--- src/design/dips_pkg.sv ---
// types, constants and microcode table for the dual incremental pi speed unit
`default_nettype none

package dips_pkg;

	typedef struct packed {
		logic signed [15:0] target_right;
		logic signed [15:0] target_left;
		logic signed [15:0] measured_right;
		logic signed [15:0] measured_left;
	} in_item_t;

	typedef struct packed {
		logic [7:0]         drive_right;
		logic [7:0]         drive_left;
		logic signed [15:0] raw_right;
		logic signed [15:0] raw_left;
		logic               fallback_right;
		logic               fallback_left;
	} out_item_t;

	// datapath widths
	localparam int SPD_W     = 16;
	localparam int GAIN_W    = 16;
	localparam int DIFF_W    = SPD_W + 1;
	localparam int ERR_W     = 25;
	localparam int EDIFF_W   = ERR_W + 1;
	localparam int MUL_B_W   = GAIN_W + 1;
	localparam int PROD_W    = EDIFF_W + MUL_B_W;
	localparam int ACC_W     = PROD_W + 1;
	localparam int ERR_SHIFT = 8;
	localparam int SUM_SHIFT = 13;
	localparam int Q_W       = ACC_W - SUM_SHIFT;

	// drive and feedforward constants
	localparam logic signed [15:0] DRIVE_LIMIT    = 16'sd255;
	localparam logic signed [15:0] FF_SAT_TARGET  = 16'sd10602;
	localparam logic [11:0]        FF_RECIP       = 12'd2979;
	localparam int                 FF_RECIP_SHIFT = 15;
	localparam logic [7:0]         DRIVE_MAX      = 8'd255;

	// configuration register indexes
	localparam int CFG_IDX_W = 3;
	localparam logic [CFG_IDX_W-1:0] REG_ERROR_SCALE = 3'd0;
	localparam logic [CFG_IDX_W-1:0] REG_KP_RIGHT    = 3'd1;
	localparam logic [CFG_IDX_W-1:0] REG_KIT_RIGHT   = 3'd2;
	localparam logic [CFG_IDX_W-1:0] REG_KP_LEFT     = 3'd3;
	localparam logic [CFG_IDX_W-1:0] REG_KIT_LEFT    = 3'd4;

	localparam logic [GAIN_W-1:0] RST_ERROR_SCALE = 16'd2444;
	localparam logic [GAIN_W-1:0] RST_KP          = 16'd256;
	localparam logic [GAIN_W-1:0] RST_KIT         = 16'd3;

	// sequencer
	localparam int PC_W = 3;
	localparam logic [PC_W-1:0] PC_START = 3'd0;
	localparam logic [PC_W-1:0] PC_EMIT  = 3'd6;

	typedef enum logic [1:0] {A_DIFF, A_EDIFF, A_ERR} a_sel_t;
	typedef enum logic [1:0] {B_SCALE, B_KP, B_KIT} b_sel_t;
	typedef enum logic [1:0] {ACC_HOLD, ACC_LOAD, ACC_ADD} acc_op_t;
	typedef enum logic [1:0] {JMP_NEXT, JMP_SIDE, JMP_DONE} jmp_t;

	typedef struct packed {
		logic    mul_en;
		a_sel_t  a_sel;
		b_sel_t  b_sel;
		acc_op_t acc_op;
		logic    err_wr;
		logic    fin;
		logic    emit;
		jmp_t    jmp;
	} ucw_t;

	// one pass per side (steps 0..5), then the emit step
	function automatic ucw_t ucode(input logic [PC_W-1:0] pc);
		ucw_t w;
		w = '{mul_en: 1'b0, a_sel: A_DIFF, b_sel: B_SCALE, acc_op: ACC_HOLD,
			err_wr: 1'b0, fin: 1'b0, emit: 1'b0, jmp: JMP_NEXT};
		unique case (pc)
			3'd0: begin
				w.mul_en = 1'b1;
				w.a_sel  = A_DIFF;
				w.b_sel  = B_SCALE;
				w.acc_op = ACC_LOAD;
			end
			3'd1: begin
				w.err_wr = 1'b1;
			end
			3'd2: begin
				w.mul_en = 1'b1;
				w.a_sel  = A_EDIFF;
				w.b_sel  = B_KP;
			end
			3'd3: begin
				w.mul_en = 1'b1;
				w.a_sel  = A_ERR;
				w.b_sel  = B_KIT;
				w.acc_op = ACC_ADD;
			end
			3'd4: begin
				w.acc_op = ACC_ADD;
			end
			3'd5: begin
				w.fin = 1'b1;
				w.jmp = JMP_SIDE;
			end
			3'd6: begin
				w.emit = 1'b1;
				w.jmp  = JMP_DONE;
			end
			default: begin
				w.jmp = JMP_DONE;
			end
		endcase
		return w;
	endfunction

endpackage

`default_nettype wire

--- src/design/dips_chan_if.sv ---
// valid/ready channel carrying one payload item
`default_nettype none

interface dips_chan_if #(parameter type payload_t = logic);
	logic     valid;
	logic     ready;
	payload_t data;

	modport source (output valid, output data, input ready);
	modport sink (input valid, input data, output ready);
endinterface

`default_nettype wire

--- src/design/dual_incremental_pi_speed_unit.sv ---
// dual velocity-form pi speed controller: top level
//
// usage
// - sample (sink) takes one request per control tick: setpoint and measured speed for the
//   right and left motor. result (source) returns one item per request: drive bytes, saturated
//   pi outputs and feedforward fallback flags for both sides.
// - gains and error scale sit behind the apb port (index 0..4 at byte address 4*index);
//   write them only while no request is in flight.
// - a microcoded sequencer runs a six-step program once per side through one shared 26x17
//   multiplier, then an emit step loads the result register. one request is worked on at a
//   time, so a new one is taken only once the emit step of the last has passed.
// - the result register holds a finished item while the receiver stalls; a new request is
//   accepted and worked on meanwhile, and only its emit step waits for the register to free.
// - reset (arst_n low) loads the register defaults, clears the kept error and output of both
//   sides and empties the result register.
`default_nettype none

module dual_incremental_pi_speed_unit (
	input  wire logic        clk,
	input  wire logic        arst_n,
	input  wire logic        psel,
	input  wire logic        penable,
	input  wire logic        pwrite,
	input  wire logic [4:0]  paddr,
	input  wire logic [31:0] pwdata,
	output logic      [31:0] prdata,
	output logic             pready,
	dips_chan_if.sink        sample,
	dips_chan_if.source      result
);
	import dips_pkg::*;

	// configuration
	logic [GAIN_W-1:0] error_scale_q, kp_right_q, kit_right_q, kp_left_q, kit_left_q;
	logic [CFG_IDX_W-1:0] cfg_idx;
	logic cfg_we;

	// sequencer
	logic busy_q, busy_d;
	logic side_q, side_d;
	logic [PC_W-1:0] pc_q, pc_d;
	ucw_t cw;
	logic advance;
	logic accept;

	// datapath
	in_item_t in_q;
	logic signed [SPD_W-1:0]   tgt, meas;
	logic signed [DIFF_W-1:0]  diff;
	logic [GAIN_W-1:0]         kp_sel, kit_sel, b_val;
	logic signed [ERR_W-1:0]   err_q, last_err_sel, err_d;
	logic signed [ERR_W-1:0]   last_err_right_q, last_err_left_q;
	logic signed [15:0]        last_out_right_q, last_out_left_q, last_out_sel;
	logic signed [EDIFF_W-1:0] ediff, mul_a;
	logic signed [MUL_B_W-1:0] mul_b;
	logic signed [PROD_W-1:0]  prod_d, prod_q;
	logic [PROD_W-1:0]         err_bias, err_sum;
	logic signed [ACC_W-1:0]   acc_q;
	logic [ACC_W-1:0]          sum_bias, sum_rnd;
	logic signed [Q_W-1:0]     q_val;
	logic                      q_over, q_under;
	logic signed [15:0]        out_sat, out_neg;
	logic                      use_ff;
	logic [7:0]                mag, ff_drive, drive;
	logic [17:0]               ff_x;
	logic [11:0]               ff_y;
	logic [23:0]               ff_p;
	out_item_t                 hold_q, out_q;
	logic                      out_valid_q;

	// apb port
	assign pready  = 1'b1;
	assign cfg_idx = paddr[4:2];
	assign cfg_we  = psel && penable && pwrite && pready;

	always_ff @(posedge clk or negedge arst_n) begin
		if (!arst_n) begin
			error_scale_q <= RST_ERROR_SCALE;
			kp_right_q    <= RST_KP;
			kit_right_q   <= RST_KIT;
			kp_left_q     <= RST_KP;
			kit_left_q    <= RST_KIT;
		end else if (cfg_we) begin
			unique case (cfg_idx)
				REG_ERROR_SCALE: error_scale_q <= pwdata[GAIN_W-1:0];
				REG_KP_RIGHT:    kp_right_q    <= pwdata[GAIN_W-1:0];
				REG_KIT_RIGHT:   kit_right_q   <= pwdata[GAIN_W-1:0];
				REG_KP_LEFT:     kp_left_q     <= pwdata[GAIN_W-1:0];
				REG_KIT_LEFT:    kit_left_q    <= pwdata[GAIN_W-1:0];
				default: ;
			endcase
		end
	end

	always_comb begin
		unique case (cfg_idx)
			REG_ERROR_SCALE: prdata = {16'd0, error_scale_q};
			REG_KP_RIGHT:    prdata = {16'd0, kp_right_q};
			REG_KIT_RIGHT:   prdata = {16'd0, kit_right_q};
			REG_KP_LEFT:     prdata = {16'd0, kp_left_q};
			REG_KIT_LEFT:    prdata = {16'd0, kit_left_q};
			default:         prdata = 32'd0;
		endcase
	end

	// sequencer
	assign cw           = ucode(pc_q);
	assign sample.ready = !busy_q;
	assign accept       = sample.valid && !busy_q;
	// only the emit step can stall, on a full result register that the receiver is not taking
	assign advance      = busy_q && !(cw.emit && out_valid_q && !result.ready);

	always_ff @(posedge clk or negedge arst_n) begin
		if (!arst_n) begin
			busy_q <= 1'b0;
			side_q <= 1'b0;
			pc_q   <= PC_START;
		end else begin
			busy_q <= busy_d;
			side_q <= side_d;
			pc_q   <= pc_d;
		end
	end

	always_comb begin
		busy_d = busy_q;
		side_d = side_q;
		pc_d   = pc_q;
		if (accept) begin
			busy_d = 1'b1;
			side_d = 1'b0;
			pc_d   = PC_START;
		end else if (advance) begin
			unique case (cw.jmp)
				JMP_NEXT: pc_d = pc_q + 1'b1;
				JMP_SIDE: begin
					if (!side_q) begin
						side_d = 1'b1;
						pc_d   = PC_START;
					end else begin
						pc_d = pc_q + 1'b1;
					end
				end
				JMP_DONE: begin
					busy_d = 1'b0;
					side_d = 1'b0;
					pc_d   = PC_START;
				end
				default: pc_d = PC_START;
			endcase
		end
	end

	// operand selection
	assign tgt          = side_q ? in_q.target_left : in_q.target_right;
	assign meas         = side_q ? in_q.measured_left : in_q.measured_right;
	assign diff         = {tgt[SPD_W-1], tgt} - {meas[SPD_W-1], meas};
	assign kp_sel       = side_q ? kp_left_q : kp_right_q;
	assign kit_sel      = side_q ? kit_left_q : kit_right_q;
	assign last_err_sel = side_q ? last_err_left_q : last_err_right_q;
	assign last_out_sel = side_q ? last_out_left_q : last_out_right_q;
	assign ediff        = {err_q[ERR_W-1], err_q} - {last_err_sel[ERR_W-1], last_err_sel};

	always_comb begin
		case (cw.a_sel)
			A_DIFF:  mul_a = {{(EDIFF_W-DIFF_W){diff[DIFF_W-1]}}, diff};
			A_EDIFF: mul_a = ediff;
			default: mul_a = {err_q[ERR_W-1], err_q};
		endcase
		case (cw.b_sel)
			B_SCALE: b_val = error_scale_q;
			B_KP:    b_val = kp_sel;
			default: b_val = kit_sel;
		endcase
	end

	assign mul_b  = {1'b0, b_val};
	assign prod_d = mul_a * mul_b;

	// error = product / 256, truncated toward zero
	assign err_bias = {{(PROD_W-ERR_SHIFT){1'b0}}, {ERR_SHIFT{prod_q[PROD_W-1]}}};
	assign err_sum  = prod_q + err_bias;
	assign err_d    = err_sum[ERR_SHIFT +: ERR_W];

	// pi sum / 2^13, truncated toward zero, then saturated to int16
	assign sum_bias = {{(ACC_W-SUM_SHIFT){1'b0}}, {SUM_SHIFT{acc_q[ACC_W-1]}}};
	assign sum_rnd  = acc_q + sum_bias;
	assign q_val    = sum_rnd[ACC_W-1:SUM_SHIFT];
	assign q_over   = !q_val[Q_W-1] && (|q_val[Q_W-2:15]);
	assign q_under  = q_val[Q_W-1] && !(&q_val[Q_W-2:15]);

	always_comb begin
		if (q_over) begin
			out_sat = 16'sh7FFF;
		end else if (q_under) begin
			out_sat = -16'sh8000;
		end else begin
			out_sat = q_val[15:0];
		end
	end

	assign use_ff  = (out_sat >= DRIVE_LIMIT) || (out_sat <= -DRIVE_LIMIT);
	assign out_neg = -out_sat;
	assign mag     = out_sat[15] ? out_neg[7:0] : out_sat[7:0];

	// feedforward 255*t/10560 = floor(floor(17*t/64)/11), the /11 by reciprocal
	assign ff_x = ({3'd0, tgt[14:0]} << 4) + {3'd0, tgt[14:0]};
	assign ff_y = ff_x[17:6];
	assign ff_p = 24'(ff_y) * 24'(FF_RECIP);

	always_comb begin
		if (tgt[SPD_W-1]) begin
			ff_drive = 8'd0;
		end else if (tgt >= FF_SAT_TARGET) begin
			ff_drive = DRIVE_MAX;
		end else begin
			ff_drive = ff_p[FF_RECIP_SHIFT +: 8];
		end
	end

	assign drive = use_ff ? ff_drive : mag;

	// payload registers
	always_ff @(posedge clk) begin
		if (accept) begin
			in_q <= sample.data;
		end
		if (busy_q && cw.mul_en) begin
			prod_q <= prod_d;
		end
		if (busy_q && cw.err_wr) begin
			err_q <= err_d;
		end
		if (busy_q) begin
			case (cw.acc_op)
				ACC_LOAD: acc_q <= {{(ACC_W-16-SUM_SHIFT){last_out_sel[15]}}, last_out_sel,
					{SUM_SHIFT{1'b0}}};
				ACC_ADD:  acc_q <= acc_q + {{(ACC_W-PROD_W){prod_q[PROD_W-1]}}, prod_q};
				default:  acc_q <= acc_q;
			endcase
		end
		if (busy_q && cw.fin) begin
			if (side_q) begin
				hold_q.drive_left    <= drive;
				hold_q.raw_left      <= out_sat;
				hold_q.fallback_left <= use_ff;
			end else begin
				hold_q.drive_right    <= drive;
				hold_q.raw_right      <= out_sat;
				hold_q.fallback_right <= use_ff;
			end
		end
		if (advance && cw.emit) begin
			out_q <= hold_q;
		end
	end

	// per-side controller state
	always_ff @(posedge clk or negedge arst_n) begin
		if (!arst_n) begin
			last_err_right_q <= '0;
			last_err_left_q  <= '0;
			last_out_right_q <= '0;
			last_out_left_q  <= '0;
		end else if (busy_q && cw.fin) begin
			if (side_q) begin
				last_err_left_q <= err_q;
				last_out_left_q <= out_sat;
			end else begin
				last_err_right_q <= err_q;
				last_out_right_q <= out_sat;
			end
		end
	end

	// result register
	always_ff @(posedge clk or negedge arst_n) begin
		if (!arst_n) begin
			out_valid_q <= 1'b0;
		end else if (advance && cw.emit) begin
			out_valid_q <= 1'b1;
		end else if (result.ready) begin
			out_valid_q <= 1'b0;
		end
	end

	assign result.valid = out_valid_q;
	assign result.data  = out_q;

	// checks
	a_idle_side: assert property (@(posedge clk) disable iff (!arst_n)
		!busy_q |-> (side_q == 1'b0) && (pc_q == PC_START))
		else $error("sequencer idle with side or step not cleared");

	a_accept_start: assert property (@(posedge clk) disable iff (!arst_n)
		sample.valid && sample.ready |=> busy_q && !side_q && (pc_q == PC_START))
		else $error("accepted request did not start the program");

	a_pc_range: assert property (@(posedge clk) disable iff (!arst_n)
		busy_q |-> pc_q <= PC_EMIT)
		else $error("step counter beyond program end");

	a_emit_source: assert property (@(posedge clk) disable iff (!arst_n)
		$rose(result.valid) |-> $past(busy_q && pc_q == PC_EMIT && side_q))
		else $error("result raised outside the emit step");

endmodule

`default_nettype wire

--- src/flat_wrapper.sv ---
// flat-port wrapper written by rule: the top's interface ports become plain ports
module dual_incremental_pi_speed_unit_flat import dips_pkg::*;
  (clk, arst_n, psel, penable, pwrite, paddr, pwdata, prdata, pready, sample_valid, sample_data, sample_ready, result_valid, result_data, result_ready);
  dips_chan_if #(.payload_t(in_item_t)) sample_i ();
  dips_chan_if #(.payload_t(out_item_t)) result_i ();
  input  wire logic clk;
  input  wire logic arst_n;
  input  wire logic psel;
  input  wire logic penable;
  input  wire logic pwrite;
  input  wire logic [4:0] paddr;
  input  wire logic [31:0] pwdata;
  output logic      [31:0] prdata;
  output logic pready;
  input wire logic [$bits(sample_i.valid)-1:0] sample_valid;
  input wire logic [$bits(sample_i.data)-1:0] sample_data;
  output wire logic [$bits(sample_i.ready)-1:0] sample_ready;
  output wire logic [$bits(result_i.valid)-1:0] result_valid;
  output wire logic [$bits(result_i.data)-1:0] result_data;
  input wire logic [$bits(result_i.ready)-1:0] result_ready;
  assign sample_i.valid = sample_valid;
  assign sample_i.data = sample_data;
  assign sample_ready = sample_i.ready;
  assign result_valid = result_i.valid;
  assign result_data = result_i.data;
  assign result_i.ready = result_ready;
  dual_incremental_pi_speed_unit u_core (.clk(clk), .arst_n(arst_n), .psel(psel), .penable(penable), .pwrite(pwrite), .paddr(paddr), .pwdata(pwdata), .prdata(prdata), .pready(pready), .sample(sample_i), .result(result_i));
endmodule
--- config.mk ---
export PLATFORM = sky130hd
export DESIGN_NAME = dual_incremental_pi_speed_unit_flat
export DESIGN_NICKNAME = d
export VERILOG_FILES = /design/src/design/dips_pkg.sv /design/src/design/dips_chan_if.sv /design/src/design/dual_incremental_pi_speed_unit.sv /design/src/flat_wrapper.sv
export SDC_FILE = /design/constraint.sdc
export NUM_CORES = 2
export LEC_CHECK = 0
export ABC_AREA = 1
export BUFFER_PORTS_ARGS = -buffer_cell sky130_fd_sc_hd__buf_2
export CAP_MARGIN = 20
export CORE_ASPECT_RATIO = 1.4
export CORE_MARGIN = 1.5
export CORE_UTILIZATION = 45
export DETAILED_ROUTE_END_ITERATION = 16
export PLACE_DENSITY = 0.6
export SLEW_MARGIN = 40
export SYNTH_ARGS = -nofsm -noshare
export SYNTH_HDL_FRONTEND = slang
export SYNTH_SLANG_ARGS = --single-unit
--- constraint.sdc ---
create_clock -name clk -period 26.9 [get_ports clk]
set_clock_uncertainty 0.15 [all_clocks]
set_input_delay 4.035 -clock clk [delete_from_list [all_inputs] [get_ports clk]]
set_output_delay 4.035 -clock clk [all_outputs]
set_load 0.02 [all_outputs]
==> summary.txt <==
Drt
  – Initial DRC count: slightly above 2k
  – Drt drc: 0
  – Antenna-violating nets left: 0
  – Met3 wire length: 4970 um
  – DRT Pass-1 Iters: 5
  – Vias: roughly 34k
  – DR WL/cell: 19.0 um
  – Metal2 WL: roughly 63000 um
  – Post-DR vias/cell: about 5.3
  – Post-Route WL: around 120000 um
  – Top routing layer in use: met4
  – WL met1: 47700 um

STA
  – Minimum hold slack: around 0.26 ns
  – Final hold violation count: 0
  – Worst-Margin Slew: slightly above 0.8 ns
  – Slew headroom: 44.6%
  – RSZ-0062 raised after global routing: no
  – Final setup fails: 0
  – Post-layout min period: 11.80 ns
  – Setup TNS: 0 ns
  – Fmax: ~85 MHz
  – Slew Viols, Final: 0
  – Tcrit/Tclk final: between 40% and 50%

Clock tree
  – Postcts setup bufs: 0
  – Total CTS buffers: between 40 and 50
  – Cts-stage hold buffer count: 0
  – CTS tree: built
  – Worst-Skew Late Latency: approximately 0.62 ns
  – Sinks on Clock Net: about 440
  – Resized Gates After CTS: 0
  – Clock root buffer: clkbuf_16
  – H-tree lvl count: 2
  – Clock transition at path regs: roughly 0.070 ns
  – Clk buf depth: 3

GRT
  – Global-route usage over all layers: 25.8%
  – Largest net degree at the start of global routing: about 110
  – Vias in the first global route: around 35k
  – First-pass GRT wire length: 194000 um
  – Antenna violations before repair: 0
  – Overflow after GRT: 0

Floorplanning
  – Die width: 263 um
  – Core Box Area: 94000 um^2
  – Die height: 367 um
  – # IOs: 193
  – Die Area: between 90000 and 100000 um^2
  – Starting Density: 45.4%
  – Row cnt: 133

Setup path
  – WS Path Type: reg -> reg
  – Critical path depth: between 40 and 50
  – Critical path data required time: 27.06 ns
  – Crit path from: u_core.side_q
  – Max Fanout on Critical Path: between 40 and 50
  – Worst R2R Start: u_core.side_q
  – Worst Path Arrival: ~12 ns
  – Crit start category: flip-flop
  – Top cell family by delay on the critical path: adder cells
  – Worst R2R Path Depth: 42
  – Crit. End Element: flip-flop
  – Max stage delay cell, worst path: dfrtp_4
  – Reg-to-reg endpoint: u_core.prod_q[41]
  – Critical Path End: u_core.prod_q[41]
  – CP most frequent cell: nand2_1
  – Largest stage delay on the critical path: around 0.70 ns
  – Reg-to-reg slack, setup: approximately 15 ns
  – CP bufs+invs: 9

Finish
  – Final Util: about half
  – FILL cells: 9170
  – P&R area growth vs syn: 8.77%
  – Commonest cells after routing, fill and taps aside: nand2_1 (1047), inv_1 (968), nor2_1 (482)
  – Multi-input logic area: 25900 um^2
  – Register area: around 13000 um^2
  – Layout cell share with drive strength beyond 1: roughly 7.4%
  – Nets: 6075
  – # diodes: 0
  – Fin cells: 6466
  – Commonest non-fill, non-tap cell in the layout: nand2_1

Yosys
  – Yosys warnings: 0
  – Netlist area before placement: 42700 um^2
  – Sequential-to-total area share from yosys stat: 29.3%
  – Distinct cells, synth: 59
  – FF+latch count, synth: ~440
  – Top_reg_cell synth: edfxtp_1
  – Post-synth EDFFs: between 200 and 300
  – Mean Syn Cell Area: 8.38 um^2
  – Async S/R FF share, synth: 37.8%
  – Syn Inst Count: 5091

Status
  – Status: complete, no violations

Flow run
  – Maxcap violations: 0

Place
  – Post-Place Cells: ~6.4k
  – Hpwl dp: just under 100000 um
  – Port bufs: 157
  – Final Wtd Congestion: 0.972

Min path
  – Hold WC Path Type: reg -> reg
## state kept, by name, indices dropped and copies added (netlist names), 25 cells and up
name                     count
u_core.err_q                25
u_core.prod_q               43
u_core.acc_q                44
u_core.in_q                 64
u_core.hold_q               50
u_core.last_err_right_q     25
u_core.result.data          50
u_core.last_err_left_q      25
## cell usage after synthesis, drive strengths merged, types with 10 or more instances
| cell type | count | area, um^2 |
|---|---|---|
| mux2i | 18 | 180 |
| a21oi | 238 | 1190 |
| clkbuf | 108 | 405 |
| nand4 | 46 | 288 |
| dfrtp | 157 | 3930 |
| edfxtp | 276 | 8290 |
| fa | 447 | 8950 |
| dfstp | 11 | 289 |
| nor4 | 10 | 68.8 |
| o211ai | 23 | 173 |
| o21a | 18 | 135 |
| or2 | 24 | 150 |
| buf | 34 | 228 |
| o22ai | 10 | 62.6 |
| nor3 | 38 | 195 |
| a31oi | 38 | 238 |
| clkinv | 14 | 52.6 |
| nand3 | 195 | 1010 |
| nand2 | 1069 | 4080 |
| xor2 | 71 | 622 |
| nor2 | 501 | 1910 |
| xnor2 | 47 | 412 |
| inv | 983 | 3690 |
| o21ai | 323 | 1640 |
| ha | 306 | 3830 |
| nand3b | 10 | 75.1 |
## stage by stage
step / setup slack [ns] / cell area [um^2]
after floorplan: 17.12 / 42700
after global placement: 14.89 / 44800
after detailed placement: 15.25 / 44900
after CTS: 15.18 / 46400
after global routing: 14.40 / 46400
final: 15.10 / 46400
## worst min-delay path by stage
| stage | startpoint | end | cells past startpoint |
|---|---|---|---|
| after floorplan | u_core.hold_q[0] | u_core.result.data[0] | 0 |
| after CTS | u_core.hold_q[41] | u_core.result.data[41] | 0 |
| final | u_core.hold_q[41] | u_core.result.data[41] | 0 |
| after global routing | u_core.hold_q[41] | u_core.result.data[41] | 0 |
| after detailed placement | u_core.hold_q[0] | u_core.result.data[0] | 0 |
| after global placement | u_core.hold_q[46] | u_core.result.data[46] | 0 |
## logic make-up (layout without fill, tap and decap cells)
logic type / Yosys count / count (layout) / synth area share, %
compound gates: 717 / 717 / 9.32
xor+xnor: 118 / 118 / 2.42
fa+ha+maj: 753 / 753 / 29.9
buf+inv: 1139 / 1284 / 10.3
flops: 444 / 444 / 29.3
mux: 18 / 18 / 0.422
other cells: 2 / 17 / 0.0176
simple gates: 1900 / 1900 / 18.3
## layer usage
metal / up-vias / GRT usage, %
met4: 0 / 13.8
li1: 16328 / -
met5: - / 0
met1: 16561 / 29.6
met3: 322 / 2.59
met2: 922 / 47.2
## cell type report
class | instances | area share (%)
tap | 1215 | 3.28
multi-input combinational | 3523 | 55.9
inverter | 997 | 8.07
timing repair buffer | 203 | 2.53
sequential | 444 | 27.0
clock buffer | 56 | 2.60
clock inverter | 28 | 0.666
## worst register-to-register path: cells and delay by family, from the launching register on
| kind | cells | cell delay, ns |
|---|---|---|
| xor gates and xnor gates | 1 | 0.12 |
| and+or+nand+nor | 12 | 2.52 |
| adders and majority gates | 8 | 3.92 |
| DFF | 1 | 0.70 |
| AOI/OAI and AO/OA | 12 | 3.02 |
| buffers and inverters | 9 | 1.08 |
Power is left out: the tool's default activity adds up to more than one toggle a clock period on the data nets, which glitch-free logic cannot reach.
